### config.mk
export PLATFORM = sky130hd
export DESIGN_NAME = m3inv_div_step
export DESIGN_NICKNAME = d
export VERILOG_FILES = /design/src/m3inv_div_step.sv
export SDC_FILE = /design/constraint.sdc
export NUM_CORES = 1
export LEC_CHECK = 0
export BUFFER_PORTS_ARGS = -buffer_cell sky130_fd_sc_hd__buf_2
export CAP_MARGIN = 30
export CORE_MARGIN = 1.5
export CORE_UTILIZATION = 25
export DETAILED_ROUTE_END_ITERATION = 8
export PLACE_DENSITY_LB_ADDON = 0.2
export REMOVE_ABC_BUFFERS = 1
export SLEW_MARGIN = 15
export SYNTH_ARGS = -nofsm -noshare
export SYNTH_HDL_FRONTEND = slang
export SYNTH_SLANG_ARGS = --single-unit
### constraint.sdc
create_clock -name clk -period 3.1 [get_ports clk]
set_input_delay 0.465 -clock clk [delete_from_list [all_inputs] [get_ports clk]]
set_output_delay 0.465 -clock clk [all_outputs]
set_load 0.03 [all_outputs]
### src/m3inv_div_step.sv
`timescale 1ns / 1ps
// One registered step of a restoring divider lane: shifts in one
// numerator bit and produces one quotient bit. No package dependencies.
module m3inv_div_step #(
	parameter int DMW = 97,
	parameter int EW  = 32
) (
	input  logic           clk,
	input  logic [DMW-1:0] rem_i,
	input  logic [EW-1:0]  nq_i,
	input  logic [DMW-1:0] dmag_i,
	output logic [DMW-1:0] rem_o,
	output logic [EW-1:0]  nq_o
);
	logic [DMW:0] trial;
	logic [DMW:0] diff;
	logic         ge;

	always_comb begin
		trial = {rem_i, nq_i[EW-1]};
		diff  = trial - {1'b0, dmag_i};
		ge    = (trial >= {1'b0, dmag_i});
	end

	// numerator bits leave at the top of nq, quotient bits enter at the bottom
	always_ff @(posedge clk) begin
		rem_o <= ge ? diff[DMW-1:0] : trial[DMW-1:0];
		nq_o  <= {nq_i[EW-2:0], ge};
	end
endmodule

==> results.toml <==
[layout]
fillers = 4271
finalNonFillerCells = 2642
fin_nets = 2422
drive_above_1_share_pct = 46.1
final_area_sq_um = 17300
syn2layout_area_growth_pct = 66.8
insertedDiodeCount = 0

[drt]
wire_per_inst_um = 17.0
wirelength_mm = 44.9
vias = 12497
drc_errors = 0
firstDrtPassIters = 5
vias_per_cell = 4.73
first_iter_violations = 590
ant_nets = 0

[synth]
async_flop_share_pct = 0
synth.cell_area_sq_um = 10400
synth_adder_area_share_pct = 11.9
synth_cells = 1385
postSynthAreaPerCell_sq_um = 7.50
synth.distinct_cells = 74
yosys_warnings = 0
yosys_most_used_dff = "dfxtp_1"
synth.most_common_cell = "a21oi_1"
synth_top_area_share_pct = 24.9
synth_top_family_by_area = "compound AO/OA/AOI/OAI gates"
ys_ff_latch = 129
yosys.area.top_type = "dfxtp_1"
synthSimpleGateAreaFrac_pct = 18.7
synthXorXnorAreaFrac_pct = 6.83
synth-edff-count = 0
synthMuxAreaShare_pct = 0.867
synth_compound_area_share_pct = 28.4
seq_area_frac_synth_pct = 24.9
synthTopCellsByArea = "dfxtp_1, ha_1, a21oi_1"
netlist_top_cells_count = "a21oi_1, inv_1, nor2_1, dfxtp_1, nand2_1"

[power_and_ir_drop]
ir_worst_vdd_mv = 0.324
finalPower_mw = 7.97
power.leakage_nw = 8.55
p_comb_share_pct = 48.2
p_sw_mw = 3.17
switching_share_pct = 39.7
p_per_area_nw_per_um2 = 460
p_int_mw = 4.80
clockPowerShare_pct = 26.2
seqPwrFrac_pct = 25.6

[setup_path]
max_stage_delay_ns = 0.51
startpoint_type = "input port"
crit_family = "compound AO/OA/AOI/OAI gates"
path_buf_inv = 6
path_common_cell = "buf_6"
cp-end-kind = "flip-flop"
path_cells = "buf_6 -> inv_4 -> ha_4 -> buf_6 -> nand2_2 -> o211a_1 -> o221a_1 -> o211ai_2 -> nand4b_1 -> a2111o_1 -> a21oi_2 -> nor3_4 -> buf_6 -> clkinv_8 -> clkbuf_16 -> mux2_2"
critPathSlowestCell = "a2111o_1"
crit_arrival_ns = 3.47
cp_max_fo = 5
crit_required_ns = 3.47
worstSetupPathType = "in -> reg"

[run_status]
violations = "setup timing"
outcome = "finished, violations left"

[cts]
cts_inserted_buffers = 17
htreeDepth = 4
clock_path_buffers = 2
clk_pin_slew_worst_paths_ns = 0.06
cts-root-buf = "clkbuf_16"
cts_tree = "done"
clock_sinks = 129

[place]
placed_area_sq_um = 15300
hpwlAfterDp_mm = 36.2
place.gp.congestion = 0.900
dp.cells = 2573
numPortBuffers = 355

[grt]
grt_start_max_net_pins = 22
grt.overflow.total = 0
grt_pass1_wl_mm = 64.4
antenna_found_initial = 0
grt_pass1_vias = 11917
track_usage_pct = 19.8

[floorplanning]
ios = 356
die_w_um = 207
die_area_sq_um = 42800
row_count = 74
start_util_pct = 25.4
die_h_um = 207
coreArea_sq_um = 40900

[timing]
maxSlewViolCount = 0
timing.slew.headroom_pct = 69.2
rsz0062_at_grt = "yes"
finalSetupViolations = 2
clock.fmax_ghz = 0.322
layout_setup_ws_ns = -0.00687
hold_slack_ns = 0.0845
tightest_slew_ns = 0.458
finalCritPeriodShare_pct = 100
setup_tns_ns = -0.00976
hold_viol_final = 0
period_needed_ns = 3.11

[job]
cap_violations = 0

[hold_path]
hp-class = "in -> reg"
## routing by layer
| metal | vias up | routed length (um) | share of wire [%] | track usage [%] |
|---|---|---|---|---|
| li1 | 6305 | - | - | - |
| met1 | 5838 | 21100 | 47 | 26.5 |
| met2 | 309 | 20700 | 46 | 31.8 |
| met3 | 45 | 2110 | 4.7 | 3.44 |
| met4 | 0 | 932 | 2.1 | 6.65 |
| met5 | - | 0 | 0 | 0 |
## power by group through the flow
| stage | sequential (mW) | combinational, mW | clock [mW] |
|---|---|---|---|
| floorplan | 2.67 | 1.34 | 0 |
| global placement | 2.08 | 3.47 | 0 |
| detailed placement | 2.08 | 3.47 | 0 |
| CTS | 2.05 | 3.54 | 2.17 |
| global route | 2.07 | 4.15 | 2.22 |
| finish | 2.04 | 3.84 | 2.09 |
## final cells by class
cell class	instances	area, sq um	share of cell area, %
Multi-Input combinational cell	1055	7710	44.5
Timing Repair Buffer	760	5260	30.3
Sequential cell	129	2580	14.9
Tap cell	532	666	3.84
Inverter	133	512	2.95
Clock buffer	18	429	2.48
Clock inverter	14	156	0.903
Timing Repair inverter	1	16.3	0.0939
## cells by family (layout without fill, tap and decap cells)
family	after synthesis	after routing
AO/OA/AOI/OAI	458	458
AND/OR/NAND/NOR	410	410
buffers and inverters	201	926
flip-flops	129	129
adder cells (fa/ha/maj)	98	98
XOR/XNOR	81	81
multiplexers	8	8
## timing repair
action | 4_1_cts | 5_1_grt
setup endpoints to repair | 88 | 97
pin swaps | 9 | 19
hold buffers | 0 | 0
gates resized for setup | 39 | 211
cloned | 0 | 13
setup buffers | 7 | 18
hold endpoints to repair | 0 | 0
## sequential cells by signal, indices dropped and copies added (netlist names)
| name | count |
|---|---|
| rem_o | 97 |
| nq_o | 32 |
## path summary, 6_finish.rpt
kind  slack [ns]         to  depth (start not counted)       from
min         0.08    nq_o[7]                          1    nq_i[6]
max       -0.007  rem_o[38]                         16  dmag_i[9]
## cell usage in the layout, fill, tap and decap left out, drive strengths merged, types with 5 or more instances in the layout
master  netlist  routed
ha           97      97
a21o         54      54
o21bai       22      22
clkbuf       39      27
nor3b         6       6
inv         133     136
clkinv        0       6
nand4        39      39
a21boi        5       5
xor2         35      35
nor2        132     132
or3           6       6
a221oi        6       6
nand2       117     117
and3          8       8
xnor2        46      46
nor3         26      26
o211ai        6       6
o211a         5       5
buf          29     751
a211oi       14      14
a31oi        13      13
o21ai        80      80
nand3        21      21
a21oi       194     194
o21a         13      13
nand2b       14      14
dfxtp       129     129
nor4          6       6
or4           5       5
mux2          8       8
nor2b         9       9
o221ai        6       6
o31ai        10      10
and2         10      10
## per-stage QoR
stage	util (%)	worst slack [ns]
global route	42.3	-0.111
global placement	37.3	-0.725
CTS	39.3	-0.0404
floorplan	-	-1.04
detailed placement	37.3	-0.763
finish	42.3	-0.00687
Note: power is estimated with default switching activity, not from simulation.
